<file path="src/hw/rtl/b64d_pkg.sv">
// b64d_pkg: shared types, constants and the character classifier of the
// base64 stream decoder. No dependencies.
`timescale 1ns / 1ps

package b64d_pkg;

  // default depth of the group queue between front and back
  localparam int unsigned QDepthDefault = 4;

  localparam int unsigned SextW  = 6;
  localparam int unsigned AccW   = 18;
  localparam int unsigned GroupW = 24;

  // one character after classification
  typedef struct packed {
    logic [SextW-1:0] sext;
    logic             pad;
    logic             illegal;
  } b64d_class_t;

  // work for the back end: up to three bytes, then optionally the status word
  typedef struct packed {
    logic [GroupW-1:0] group;
    logic [1:0]        nbytes;
    logic              status;
    logic              bad;
  } b64d_rec_t;

  function automatic b64d_class_t b64d_classify(input logic [7:0] c);
    b64d_class_t r;
    r.sext    = '0;
    r.pad     = 1'b0;
    r.illegal = 1'b0;
    if (c inside {[8'h41:8'h5A]}) begin
      r.sext = SextW'(c - 8'h41);
    end else if (c inside {[8'h61:8'h7A]}) begin
      r.sext = SextW'(c - 8'h61 + 8'd26);
    end else if (c inside {[8'h30:8'h39]}) begin
      r.sext = SextW'(c - 8'h30 + 8'd52);
    end else if (c == 8'h2B) begin
      r.sext = SextW'(62);
    end else if (c == 8'h2F) begin
      r.sext = SextW'(63);
    end else if (c == 8'h3D) begin
      r.pad = 1'b1;
    end else begin
      r.illegal = 1'b1;
    end
    return r;
  endfunction

endpackage

</file>
<file path="src/hw/rtl/b64d_if.sv">
// b64d_in_if, b64d_out_if: valid/ready channels of the base64 decoder.
// Depend on nothing.
`timescale 1ns / 1ps

interface b64d_in_if;
  logic       valid;
  logic       ready;
  logic [7:0] char_in;
  logic       is_final;

  modport source (output valid, char_in, is_final, input ready);
  modport sink   (input valid, char_in, is_final, output ready);
endinterface

interface b64d_out_if;
  logic       valid;
  logic       ready;
  logic [7:0] data_byte;
  logic       is_status;
  logic       bad_input;
  logic       run_end;

  modport source (output valid, data_byte, is_status, bad_input, run_end, input ready);
  modport sink   (input valid, data_byte, is_status, bad_input, run_end, output ready);
endinterface

</file>
<file path="src/hw/rtl/b64d_front.sv">
// b64d_front: takes characters, tracks group position and error state, and
// pushes a record per valid group or stream end. Uses b64d_pkg, b64d_in_if.
`timescale 1ns / 1ps

module b64d_front import b64d_pkg::*; (
  input  logic         clk_i,
  input  logic         rst_ni,
  b64d_in_if.sink      in_ch_i,
  input  logic         q_full_i,
  output logic         push_o,
  output b64d_rec_t    rec_o
);

  logic [1:0]      pos_q, pos_d, pos_inc;
  logic [AccW-1:0] acc_q, acc_d;
  logic            third_q, third_d;
  logic            padded_q, padded_d;
  logic            err_q, err_d;

  b64d_class_t cls;
  logic        accept;
  logic        last_pos;
  logic        err_now;
  logic        emit;
  logic [1:0]  nbytes;

  assign cls      = b64d_classify(in_ch_i.char_in);
  assign in_ch_i.ready = !q_full_i;
  assign accept   = in_ch_i.valid && !q_full_i;
  assign last_pos = (pos_q == 2'd3);
  assign pos_inc  = pos_q + 2'd1;

  // padding only legal in the last two positions, and "=x" is broken
  assign err_now = err_q | cls.illegal | padded_q | (!pos_q[1] & cls.pad)
                 | (last_pos & third_q & !cls.pad);
  assign emit    = last_pos & !err_now;
  assign nbytes  = cls.pad ? (third_q ? 2'd1 : 2'd2) : 2'd3;

  always_comb begin
    rec_o.group  = {acc_q, cls.sext};
    rec_o.nbytes = emit ? nbytes : 2'd0;
    rec_o.status = in_ch_i.is_final;
    rec_o.bad    = err_now | (pos_inc != 2'd0);
  end

  assign push_o = accept && (emit || in_ch_i.is_final);

  always_comb begin
    pos_d    = pos_q;
    acc_d    = acc_q;
    third_d  = third_q;
    padded_d = padded_q;
    err_d    = err_q;
    if (accept) begin
      if (in_ch_i.is_final) begin
        pos_d    = '0;
        acc_d    = '0;
        third_d  = 1'b0;
        padded_d = 1'b0;
        err_d    = 1'b0;
      end else begin
        pos_d = pos_inc;
        err_d = err_now;
        if (last_pos) begin
          acc_d    = '0;
          third_d  = 1'b0;
          padded_d = padded_q | cls.pad;
        end else begin
          acc_d = {acc_q[AccW-SextW-1:0], cls.sext};
          if (pos_q == 2'd2) begin
            third_d = cls.pad;
          end
        end
      end
    end
  end

  always_ff @(posedge clk_i or negedge rst_ni) begin
    if (!rst_ni) begin
      pos_q    <= '0;
      acc_q    <= '0;
      third_q  <= 1'b0;
      padded_q <= 1'b0;
      err_q    <= 1'b0;
    end else begin
      pos_q    <= pos_d;
      acc_q    <= acc_d;
      third_q  <= third_d;
      padded_q <= padded_d;
      err_q    <= err_d;
    end
  end

endmodule

</file>
<file path="src/hw/rtl/b64d_queue.sv">
// b64d_queue: small register queue of group records between front and back.
// Uses b64d_pkg.
`timescale 1ns / 1ps

module b64d_queue import b64d_pkg::*; #(
  parameter int unsigned Depth = QDepthDefault
) (
  input  logic      clk_i,
  input  logic      rst_ni,
  input  logic      push_i,
  input  b64d_rec_t rec_i,
  input  logic      pop_i,
  output b64d_rec_t head_o,
  output logic      full_o,
  output logic      empty_o
);

  localparam int unsigned PtrW = (Depth > 1) ? $clog2(Depth) : 1;
  localparam int unsigned CntW = $clog2(Depth + 1);
  localparam logic [PtrW-1:0] LastPtr = PtrW'(Depth - 1);

  b64d_rec_t       mem_q [Depth];
  logic [PtrW-1:0] wr_q, wr_d, rd_q, rd_d;
  logic [CntW-1:0] cnt_q, cnt_d;

  assign full_o  = (cnt_q == CntW'(Depth));
  assign empty_o = (cnt_q == '0);
  assign head_o  = mem_q[rd_q];

  always_comb begin
    wr_d  = wr_q;
    rd_d  = rd_q;
    cnt_d = cnt_q;
    if (push_i) begin
      wr_d = (wr_q == LastPtr) ? '0 : wr_q + PtrW'(1);
    end
    if (pop_i) begin
      rd_d = (rd_q == LastPtr) ? '0 : rd_q + PtrW'(1);
    end
    if (push_i && !pop_i) begin
      cnt_d = cnt_q + CntW'(1);
    end else if (pop_i && !push_i) begin
      cnt_d = cnt_q - CntW'(1);
    end
  end

  always_ff @(posedge clk_i) begin
    if (push_i) begin
      mem_q[wr_q] <= rec_i;
    end
  end

  always_ff @(posedge clk_i or negedge rst_ni) begin
    if (!rst_ni) begin
      wr_q  <= '0;
      rd_q  <= '0;
      cnt_q <= '0;
    end else begin
      wr_q  <= wr_d;
      rd_q  <= rd_d;
      cnt_q <= cnt_d;
    end
  end

endmodule

</file>
<file path="src/hw/rtl/b64d_back.sv">
// b64d_back: walks the head record into the output register one word per
// cycle while out_ch_o is ready. Uses b64d_pkg, b64d_out_if.
`timescale 1ns / 1ps

module b64d_back import b64d_pkg::*; (
  input  logic       clk_i,
  input  logic       rst_ni,
  input  b64d_rec_t  head_i,
  input  logic       empty_i,
  output logic       pop_o,
  b64d_out_if.source out_ch_o
);

  logic [1:0] idx_q, idx_d;
  logic       vld_q, vld_d;
  logic [7:0] byte_q, byte_d;
  logic       stat_q, stat_d;
  logic       bad_q, bad_d;
  logic       end_q, end_d;

  logic       load;
  logic [2:0] total;
  logic       last;
  logic       is_byte;
  logic [7:0] sel_byte;

  assign load    = !vld_q || out_ch_o.ready;
  assign total   = {1'b0, head_i.nbytes} + {2'b00, head_i.status};
  assign last    = ({1'b0, idx_q} == total - 3'd1);
  assign is_byte = (idx_q < head_i.nbytes);
  assign pop_o   = load && !empty_i && last;

  always_comb begin
    case (idx_q)
      2'd0:    sel_byte = head_i.group[23:16];
      2'd1:    sel_byte = head_i.group[15:8];
      2'd2:    sel_byte = head_i.group[7:0];
      default: sel_byte = 8'h00;
    endcase
  end

  always_comb begin
    idx_d  = idx_q;
    vld_d  = vld_q;
    byte_d = byte_q;
    stat_d = stat_q;
    bad_d  = bad_q;
    end_d  = end_q;
    if (load) begin
      vld_d = !empty_i;
      if (!empty_i) begin
        byte_d = is_byte ? sel_byte : 8'h00;
        stat_d = !is_byte;
        bad_d  = !is_byte && head_i.bad;
        end_d  = last;
        idx_d  = last ? 2'd0 : idx_q + 2'd1;
      end
    end
  end

  always_ff @(posedge clk_i or negedge rst_ni) begin
    if (!rst_ni) begin
      idx_q <= '0;
      vld_q <= 1'b0;
    end else begin
      idx_q <= idx_d;
      vld_q <= vld_d;
    end
  end

  always_ff @(posedge clk_i) begin
    byte_q <= byte_d;
    stat_q <= stat_d;
    bad_q  <= bad_d;
    end_q  <= end_d;
  end

  assign out_ch_o.valid     = vld_q;
  assign out_ch_o.data_byte = byte_q;
  assign out_ch_o.is_status = stat_q;
  assign out_ch_o.bad_input = bad_q;
  assign out_ch_o.run_end   = end_q;

endmodule

</file>
<file path="src/hw/rtl/base64_stream_decoder_unit.sv">
// base64_stream_decoder_unit: strict base64 decoder, top level.
// Uses b64d_pkg, b64d_if, b64d_front, b64d_queue, b64d_back.
//
// Usage:
//   in_ch_i takes one base64 character per word, is_final marking the last
//   one of a stream. out_ch_o gives decoded bytes, and after the final
//   character one status word (is_status = 1, bad_input = stream invalid).
//   run_end flags the last word caused by an input character.
// Path and throughput:
//   the fourth character of a group passes the record queue and the
//   output register before its first byte shows; the remaining bytes and
//   the status word follow one per cycle while out_ch_o is ready. So one
//   character per cycle is sustained without back-pressure: four characters
//   yield at most three bytes, or four words with the status word.
// Reset:
//   clears group position, error and padding state and empties the queue.
//   The state also returns to reset after each final character.
// Stalls:
//   when out_ch_o is held off, words wait in the output register and the
//   queue (QDepth records); in_ch_i.ready drops only once the queue is full.
`timescale 1ns / 1ps

module base64_stream_decoder_unit import b64d_pkg::*; #(
  parameter int unsigned QDepth = QDepthDefault
) (
  input  logic       clk_i,
  input  logic       rst_ni,
  b64d_in_if.sink    in_ch_i,
  b64d_out_if.source out_ch_o
);

  b64d_rec_t rec;
  b64d_rec_t head;
  logic      q_push;
  logic      q_pop;
  logic      q_full;
  logic      q_empty;

  b64d_front u_front (
    .clk_i    (clk_i),
    .rst_ni   (rst_ni),
    .in_ch_i  (in_ch_i),
    .q_full_i (q_full),
    .push_o   (q_push),
    .rec_o    (rec)
  );

  b64d_queue #(
    .Depth (QDepth)
  ) u_queue (
    .clk_i   (clk_i),
    .rst_ni  (rst_ni),
    .push_i  (q_push),
    .rec_i   (rec),
    .pop_i   (q_pop),
    .head_o  (head),
    .full_o  (q_full),
    .empty_o (q_empty)
  );

  b64d_back u_back (
    .clk_i    (clk_i),
    .rst_ni   (rst_ni),
    .head_i   (head),
    .empty_i  (q_empty),
    .pop_o    (q_pop),
    .out_ch_o (out_ch_o)
  );

`ifndef NO_ASSERTIONS
  // the status word always closes the run of its character
  a_status_last: assert property (@(posedge clk_i) disable iff (!rst_ni)
    out_ch_o.valid && out_ch_o.is_status |-> out_ch_o.run_end)
    else $error("status word without run_end");

  // data words never carry the error flag
  a_bad_only_status: assert property (@(posedge clk_i) disable iff (!rst_ni)
    out_ch_o.valid && !out_ch_o.is_status |-> !out_ch_o.bad_input)
    else $error("bad_input on a data word");

  a_no_pop_empty: assert property (@(posedge clk_i) disable iff (!rst_ni)
    q_pop |-> !q_empty)
    else $error("queue popped while empty");

  // a queued record must show up at the output next cycle when it drains
  a_pop_shows: assert property (@(posedge clk_i) disable iff (!rst_ni)
    q_pop |=> out_ch_o.valid && out_ch_o.run_end)
    else $error("record retired without its last word");
`endif

endmodule

</file>
<file path="src/flat_wrapper.sv">
// flat-port wrapper written by rule: the top's interface ports become plain ports
module base64_stream_decoder_unit_flat import b64d_pkg::*;
#(
  parameter int unsigned QDepth = QDepthDefault
)
  (clk_i, rst_ni, in_ch_i_valid, in_ch_i_char_in, in_ch_i_is_final, in_ch_i_ready, out_ch_o_valid, out_ch_o_data_byte, out_ch_o_is_status, out_ch_o_bad_input, out_ch_o_run_end, out_ch_o_ready);
  b64d_in_if in_ch_i_i ();
  b64d_out_if out_ch_o_i ();
  input  logic clk_i;
  input  logic rst_ni;
  input wire logic [$bits(in_ch_i_i.valid)-1:0] in_ch_i_valid;
  input wire logic [$bits(in_ch_i_i.char_in)-1:0] in_ch_i_char_in;
  input wire logic [$bits(in_ch_i_i.is_final)-1:0] in_ch_i_is_final;
  output wire logic [$bits(in_ch_i_i.ready)-1:0] in_ch_i_ready;
  output wire logic [$bits(out_ch_o_i.valid)-1:0] out_ch_o_valid;
  output wire logic [$bits(out_ch_o_i.data_byte)-1:0] out_ch_o_data_byte;
  output wire logic [$bits(out_ch_o_i.is_status)-1:0] out_ch_o_is_status;
  output wire logic [$bits(out_ch_o_i.bad_input)-1:0] out_ch_o_bad_input;
  output wire logic [$bits(out_ch_o_i.run_end)-1:0] out_ch_o_run_end;
  input wire logic [$bits(out_ch_o_i.ready)-1:0] out_ch_o_ready;
  assign in_ch_i_i.valid = in_ch_i_valid;
  assign in_ch_i_i.char_in = in_ch_i_char_in;
  assign in_ch_i_i.is_final = in_ch_i_is_final;
  assign in_ch_i_ready = in_ch_i_i.ready;
  assign out_ch_o_valid = out_ch_o_i.valid;
  assign out_ch_o_data_byte = out_ch_o_i.data_byte;
  assign out_ch_o_is_status = out_ch_o_i.is_status;
  assign out_ch_o_bad_input = out_ch_o_i.bad_input;
  assign out_ch_o_run_end = out_ch_o_i.run_end;
  assign out_ch_o_i.ready = out_ch_o_ready;
  base64_stream_decoder_unit #(.QDepth(QDepth)) u_core (.clk_i(clk_i), .rst_ni(rst_ni), .in_ch_i(in_ch_i_i), .out_ch_o(out_ch_o_i));
endmodule
</file>
<file path="config.mk">
export PLATFORM = sky130hd
export DESIGN_NAME = base64_stream_decoder_unit_flat
export DESIGN_NICKNAME = d
export VERILOG_FILES = /design/src/hw/rtl/b64d_pkg.sv /design/src/hw/rtl/b64d_if.sv /design/src/hw/rtl/b64d_front.sv /design/src/hw/rtl/b64d_queue.sv /design/src/hw/rtl/b64d_back.sv /design/src/hw/rtl/base64_stream_decoder_unit.sv /design/src/flat_wrapper.sv
export SDC_FILE = /design/constraint.sdc
export NUM_CORES = 1
export LEC_CHECK = 0
export BUFFER_PORTS_ARGS = -buffer_cell sky130_fd_sc_hd__buf_2
export CORE_MARGIN = 3
export CORE_UTILIZATION = 50
export DETAILED_ROUTE_END_ITERATION = 8
export PLACE_DENSITY = 0.78
export SKIP_LAST_GASP = 1
export SLEW_MARGIN = 0
export SYNTH_ARGS = -nofsm -noshare
export SYNTH_HDL_FRONTEND = slang
export SYNTH_SLANG_ARGS = --single-unit
</file>
<file path="constraint.sdc">
create_clock -name clk_i -period 4.6 [get_ports clk_i]
set_input_delay 1.38 -clock clk_i [delete_from_list [all_inputs] [get_ports clk_i]]
set_output_delay 1.38 -clock clk_i [all_outputs]
set_load 0.005 [all_outputs]
</file>
==> results by group, run 1 <==
Status
  – Outcome: completed

Logic synthesis
  – Synth warn: 0
  – Synthesized Nets: 459
  – Average size of a mapped cell: 16.1 um2
  – Post-synth EDFFs: 123
  – Sequential area share after synthesis: 66.8%
  – Post-Synthesis Cells: 420
  – Main synth FF type: edfxtp_1
  – Synthesized flop and latch total: 156
  – Cell area after synthesis: 6770 um2
  – Async set-or-reset flop fraction in the synthesized netlist: 21.2%
  – Post-synth cell types: 58

Drt
  – Drt wl/cell: 20.8 um
  – Final ANT Viol Nets: 0
  – DR DRC count: 0
  – Vias: 3797
  – DR vias/cell: 5.91
  – Routed wire length: 13.3 mm
  – DR pass1 iterations: 7
  – Starting DRC count in detailed routing: 375

Cells and area
  – Final #Nets: 497
  – # fillers: 937
  – # diodes: 0
  – Fraction of layout cells with a size suffix above 1: 23.1%
  – Layout Utilization: 60.3%
  – Commonest non-fill, non-tap cell in the layout: edfxtp_1
  – Fin cells: 643
  – Most frequent cells in the layout: 123 x edfxtp_1, 32 x dfrtp_1, 31 x nand2_1
  – Area grow syn2layout: 15.1%

Pwr
  – Total Power: 0.00468 W
  – Switching power: 0.00132 W
  – VDD IR max: 0.304 mV
  – Internal: 0.00336 W
  – Power per cell area: 601 nW/um2
  – Sw frac: 28.2%
  – Lkg Pwr: 2.94 nW
  – Clk network pwr share: 32.6%
  – Flop pwr share: 41.6%
  – Logic pwr share: 25.8%

Floorplan
  – Die Span Y: 122 um
  – Starting density of the core: 52.4%
  – Core Area: 12900 um2
  – Die X-Extent: 122 um
  – IO Pins: 26
  – FP Rows: 41
  – Die area: 15000 um2

Placement
  – Gpl congestion: 0.905
  – I/O Buffers: 25
  – Placed cell count: 611
  – Worst slack, placed: 0.297 ns
  – Detailed placement HPWL: 7.97 mm

STA
  – Fmax: 0.258 GHz
  – Final Hold Viols: 0
  – Least-Margin Pin Slew: 0.830 ns
  – Final WS setup: 0.718 ns
  – Max transition margin: 44.7%
  – Final Max Tran Viols: 0
  – Final worst-path cycle share: 84.4%
  – Fin crit period: 3.88 ns
  – Final setup skew: 0.00739 ns
  – RSZ-0062 raised after global routing: false
  – Final setup viols: 0
  – Setup_tns: 0 ns

Critical path
  – RR Startpoint: u_core.u_queue.rd_q[0]$_DFFE_PN0P_
  – Slowest-stage cell, CP: fa_1
  – Most used cell, CP: inv_1
  – Crit-path max FO: 11
  – Setup Crit Path Kind: in2reg
  – Crit path cell chain: buf_2 -> inv_1 -> ha_1 -> nand2b_1 -> a32oi_1 -> a31o_2 -> nand3_1 -> a41oi_4 -> inv_1 -> ha_1 -> inv_1 -> fa_1 -> mux2_2
  – Crit. End Element: register
  – Max incr delay on CP: 0.39 ns
  – CP Launch Point: in_ch_i_char_in[2]
  – CP arrival: 4.17 ns
  – Req. time, crit path: 4.89 ns
  – Worst setup SP type: primary input

Flow run
  – Max Cap Viol: 0

Clock tree
  – Num CTS Buffers: 17
  – Worst-path clk slew: 0.06 ns
  – # resized after CTS: 0
  – TritonCTS clock tree: yes
  – Setup repair bufs after CTS: 0
  – Hold buffers post-CTS: 0
  – Clock Path Buffers: 2
  – Worst-Skew Late Latency: 0.41 ns
  – Root buffer cell: clkbuf_16
  – CTS sink cnt: 156
  – H-tree depth: 4

GRT
  – Gr ovfl total: 0
  – GRT Total Usage: 19.6%
  – Met1 Track Usage GR: 25.9%
  – Vias in the first global route: 3922
  – First-pass GRT wire length: 21.7 mm
  – Largest net degree at the start of global routing: 34
  – Met3 usage: 3.96%
  – M2 GR Usage: 32.4%
  – Initial antenna violation count: 0
  – Most used routing layer: met2

Worst hold path
  – Worst min path class: reg2reg
  – Min-delay src: u_core.u_front.padded_q$_DFFE_PN0P_
==> routing by layer <==
layer,vias to the layer above,wire length [um],part of all wire [%]
li1,1718,-,-
met5,-,0,0
met4,0,202,1.5
met1,1940,5660,42
met3,17,661,5.0
met2,122,6820,51
==> sequential cells by signal, indices dropped and copies added, names as in the netlist, 2 cells and up <==
name                              count
u_core.u_queue.rd_q                   2
u_core.u_back.idx_q                   2
u_core.u_queue.wr_q                   2
u_core.u_front.acc_q                 18
u_core.u_back.out_ch_o.data_byte      8
u_core.u_queue.mem_q                112
u_core.u_queue.cnt_q                  3
u_core.u_front.pos_q                  2
==> power groups by stage <==
stage,registers [W],logic (W),clock network (W)
after detailed placement,0.00197,0.00120,0
after CTS,0.00195,0.00123,0.00155
after global placement,0.00195,0.00117,0
after floorplan,0.00193,0.000865,0
after global routing,0.00198,0.00133,0.00160
final,0.00195,0.00121,0.00153
==> cell type report <==
cell class	count	area (um2)	share of cell area (%)
Inverter	19	71.3	0.915
Tap cell	172	215	2.76
Timing Repair Buffer	36	220	2.83
Multi-Input combinational cell	228	2110	27.1
Clock inverter	14	224	2.87
Sequential cell	156	4520	58.0
Clock buffer	18	429	5.51
==> cells by family (layout without fill, tap and decap cells) <==
group           after synthesis  count (layout)  synth area share, %
mux                          33              33                 10.2
compound gates               75              75                 8.45
xor+xnor                      7               7                0.906
buf+inv                      36              87                 2.07
fa+ha+maj                    26              26                 4.92
simple gates                 87              87                 6.67
flops                       156             156                 66.8
==> cell usage after synthesis (all sizes together), types with 3 or more instances <==
cell type	number	area, um2
a21o	3	22.5
a21oi	15	78.8
a22o	16	140
a22oi	8	60.1
and2b	4	30.0
and3	3	18.8
buf	9	37.5
clkbuf	8	31.3
dfrtp	33	826
edfxtp	123	3690
ha	25	313
inv	19	71.3
mux2	4	52.6
mux4	28	631
nand2	31	116
nand2b	3	18.8
nand3	7	40.0
nand4	3	18.8
nor2	11	41.3
nor2b	6	37.5
nor3	8	45.0
o21ai	9	45.0
o31ai	4	30.0
xnor2	4	35.0
xor2	3	26.3
==> stage by stage <==
step / hold WS (ns) / cell area, um2
2_1_floorplan: 0.449 / 6770
5_1_grt: 0.524 / 7790
4_1_cts: 0.504 / 7790
6_report: 0.502 / 7790
3_5_place_dp: 0.491 / 7140
3_3_place_gp: 0.464 / 7140
==> path summary, 6_finish.rpt <==
path / depth (start not counted) / to / slack (ns)
max: 13 / u_core.u_queue.cnt_q[1]$_DFFE_PN0P_ / 0.72
max reg2reg: 11 / u_core.u_queue.cnt_q[1]$_DFFE_PN0P_ / 1.22
min reg2reg: 2 / u_core.u_front.padded_q$_DFFE_PN0P_ / 0.50
min in group asynchronous: 1 / u_core.u_back.out_ch_o.valid$_DFFE_PN0N_ / 1.07
min: 2 / u_core.u_front.padded_q$_DFFE_PN0P_ / 0.50
max in group asynchronous: 1 / u_core.u_queue.rd_q[0]$_DFFE_PN0P_ / 2.96
==> critical path: cells and delay by family <==
family | cells | cell delay (ns)
multiplexers | 1 | 0.29
AND/OR/NAND/NOR | 2 | 0.24
AO/OA/AOI/OAI | 3 | 0.83
buffers and inverters | 4 | 0.50
adder cells (fa/ha/maj) | 3 | 0.90
(Power assumes the default switching activity.)
==> run 2: changes to the inputs <==
Clock period 4.6 ns to 4.06 ns, I/O delays scaled along.
==> results by group, run 2 (synthesized netlist as in run 1, its figures left out) <==
GRT
  – First-pass GRT wire length: 21.4 mm (-1.8%)
  – GRT Total Usage: 19.1% (-0.46 points)
  – Gr ovfl total: 0 (unchanged)
  – Initial antenna violation count: 0 (unchanged)
  – Vias in the first global route: 3946 (+0.61%)
  – Largest net degree at the start of global routing: 34 (unchanged)

Clock tree
  – Hold buffers post-CTS: 0 (unchanged)
  – Worst-path clk slew: 0.06 ns (about the same)
  – Clock Path Buffers: 2 (unchanged)
  – H-tree depth: 4 (unchanged)
  – Worst-Skew Late Latency: 0.41 ns (about the same)
  – CTS sink cnt: 156 (unchanged)
  – Setup repair bufs after CTS: 0 (unchanged)
  – # resized after CTS: 0 (unchanged)
  – Root buffer cell: clkbuf_16
  – TritonCTS clock tree: yes
  – Num CTS Buffers: 17 (unchanged)

STA
  – Final worst-path cycle share: 87.8%
  – Final hold slack: 0.486 ns (-0.0163 ns)
  – Max transition margin: 41.5% (-3.2 points)
  – Least-Margin Pin Slew: 0.878 ns (+0.0484 ns)
  – Final setup skew: 0.00929 ns (+0.00191 ns)
  – RSZ-0062 raised after global routing: false
  – Final Hold Viols: 0 (unchanged)
  – Final setup viols: 0 (unchanged)
  – Final Max Tran Viols: 0 (unchanged)
  – Setup_tns: 0 ns (unchanged)
  – Final WS setup: 0.496 ns (-0.222 ns)
  – Fmax: 0.281 GHz
  – Fin crit period: 3.56 ns

Drt
  – Final ANT Viol Nets: 0 (unchanged)
  – Uppermost layer routed: met4
  – DR vias/cell: 5.95 (+0.74%)
  – DR DRC count: 0 (unchanged)
  – WL met2: 6.80 mm (-0.31%)
  – Met1 Routed Length: 5.76 mm (+1.7%)
  – Met3 wire len: 515 um (-22%)
  – Starting DRC count in detailed routing: 358 (-4.5%)
  – Vias: 3843 (+1.2%)
  – Routed wire length: 13.2 mm (-0.93%)
  – Drt wl/cell: 20.5 um (-1.4%)
  – DR pass1 iterations: 5 (-2)

Floorplan
  – Die Span Y: 122 um (unchanged)
  – IO Pins: 26 (unchanged)
  – Starting density of the core: 52.4% (unchanged)
  – Die X-Extent: 122 um (unchanged)
  – Core Area: 12900 um2 (unchanged)
  – Die area: 15000 um2 (unchanged)
  – FP Rows: 41 (unchanged)

Critical path
  – Worst setup SP type: primary input
  – Slowest-stage cell, CP: o21ai_0
  – Max incr delay on CP: 0.41 ns (+0.02 ns)
  – Most used cell, CP: inv_1
  – CP delay by family, top: adder cells
  – Req. time, crit path: 4.35 ns (-0.54 ns)
  – Setup Crit Path Kind: in2reg
  – CP Buf/Inv Count: 4 (unchanged)
  – Crit path cell chain: buf_2 -> inv_1 -> ha_1 -> o21ai_0 -> a31o_2 -> nand3_1 -> a41oi_4 -> inv_1 -> ha_1 -> inv_1 -> fa_1 -> mux2_2
  – Crit. End Element: register
  – CP arrival: 3.86 ns (-0.31 ns)
  – Crit-path max FO: 11 (unchanged)

Pwr
  – VDD IR max: 0.320 mV (+5.5%)
  – Power per cell area: 676 nW/um2 (+12%)
  – Lkg Pwr: 2.94 nW (about the same)

Placement
  – I/O Buffers: 25 (unchanged)
  – Worst slack, placed: 0.0933 ns (-0.203 ns)
  – Gpl congestion: 0.912 (+0.82%)
  – Detailed placement HPWL: 7.90 mm (-0.79%)

Cells and area
  – Commonest non-fill, non-tap cell in the layout: edfxtp_1
  – Final #Nets: 500 (+0.60%)
  – Area grow syn2layout: 15.2% (about the same)
  – Fraction of layout cells with a size suffix above 1: 22.8% (-0.36 points)
  – Max FFs per register: 112 (unchanged)
  – Most frequent cells in the layout: 123 x edfxtp_1, 32 x dfrtp_1, 31 x nand2_1
  – # diodes: 0 (unchanged)
  – Most flop-heavy register: u_core.u_queue.mem_q
  – # fillers: 935 (-0.21%)

Worst hold path
  – Worst min path class: reg2reg

Flow run
  – Max Cap Viol: 0 (unchanged)

Status
  – Outcome: completed
-- run 2: changes by cell type in the layout (fill, tap and decap cells not counted), sizes merged --
cell	previous run	this run
buf	36	39
bufinv	6	5
clkbuf	18	25
clkinv	6	1
clkinvlp	2	1
-- run 2: layer usage --
layer  vias up  track usage, %
li1       1723               -
met1      1999            25.9
met2       110            31.1
met3        11            4.19
met4         0            6.23
met5         -               0
-- run 2: final cells by class --
| class | instances | area, um2 | share of cell area [%] |
|---|---|---|---|
| well taps | 172 | 215 | 2.76 |
| repair buffers | 39 | 243 | 3.11 |
| flip-flops and latches | 156 | 4520 | 58.0 |
| clock inverters | 7 | 163 | 2.09 |
| multi-input cells | 228 | 2110 | 27.1 |
| inverters | 19 | 71.3 | 0.914 |
| clock buffers | 25 | 475 | 6.10 |
-- run 2: power breakdown --
| group | switching, W | internal, W |
|---|---|---|
| Sequential | 0.000160 | 0.00205 |
| Clock | 0.000570 | 0.00112 |
| Combinational | 0.000751 | 0.000617 |
-- run 2: through the flow --
stage	cell area (um2)	instances	power, W	util [%]
final	7800	646	0.00527	60.3
after detailed placement	7160	614	0.00360	55.4
after floorplan	6770	420	0.00317	-
after global placement	7160	614	0.00354	55.4
after global routing	7800	646	0.00552	60.3
after CTS	7800	646	0.00530	60.3
-- run 2: final timing paths --
path                                                     startpoint                                        to  slack (ns)  depth (start not counted)
setup / recovery                                 in_ch_i_char_in[2]       u_core.u_queue.cnt_q[1]$_DFFE_PN0P_        0.50                         12
hold / removal             u_core.u_back.out_ch_o.valid$_DFFE_PN0N_  u_core.u_back.out_ch_o.valid$_DFFE_PN0N_        0.49                          2
setup reg to reg                 u_core.u_queue.rd_q[1]$_DFFE_PN0P_       u_core.u_queue.cnt_q[1]$_DFFE_PN0P_        0.65                         11
hold reg to reg            u_core.u_back.out_ch_o.valid$_DFFE_PN0N_  u_core.u_back.out_ch_o.valid$_DFFE_PN0N_        0.49                          2
max in group asynchronous                                    rst_ni        u_core.u_queue.rd_q[0]$_DFFE_PN0P_        2.53                          1
min in group asynchronous                                    rst_ni       u_core.u_queue.cnt_q[1]$_DFFE_PN0P_        0.93                          1
-- run 2: tightest hold or removal path, stage by stage (launching register included) --
cell and delay (ns):
dfrtp_1 0.36, nand2_1 0.05, nand2_1 0.05
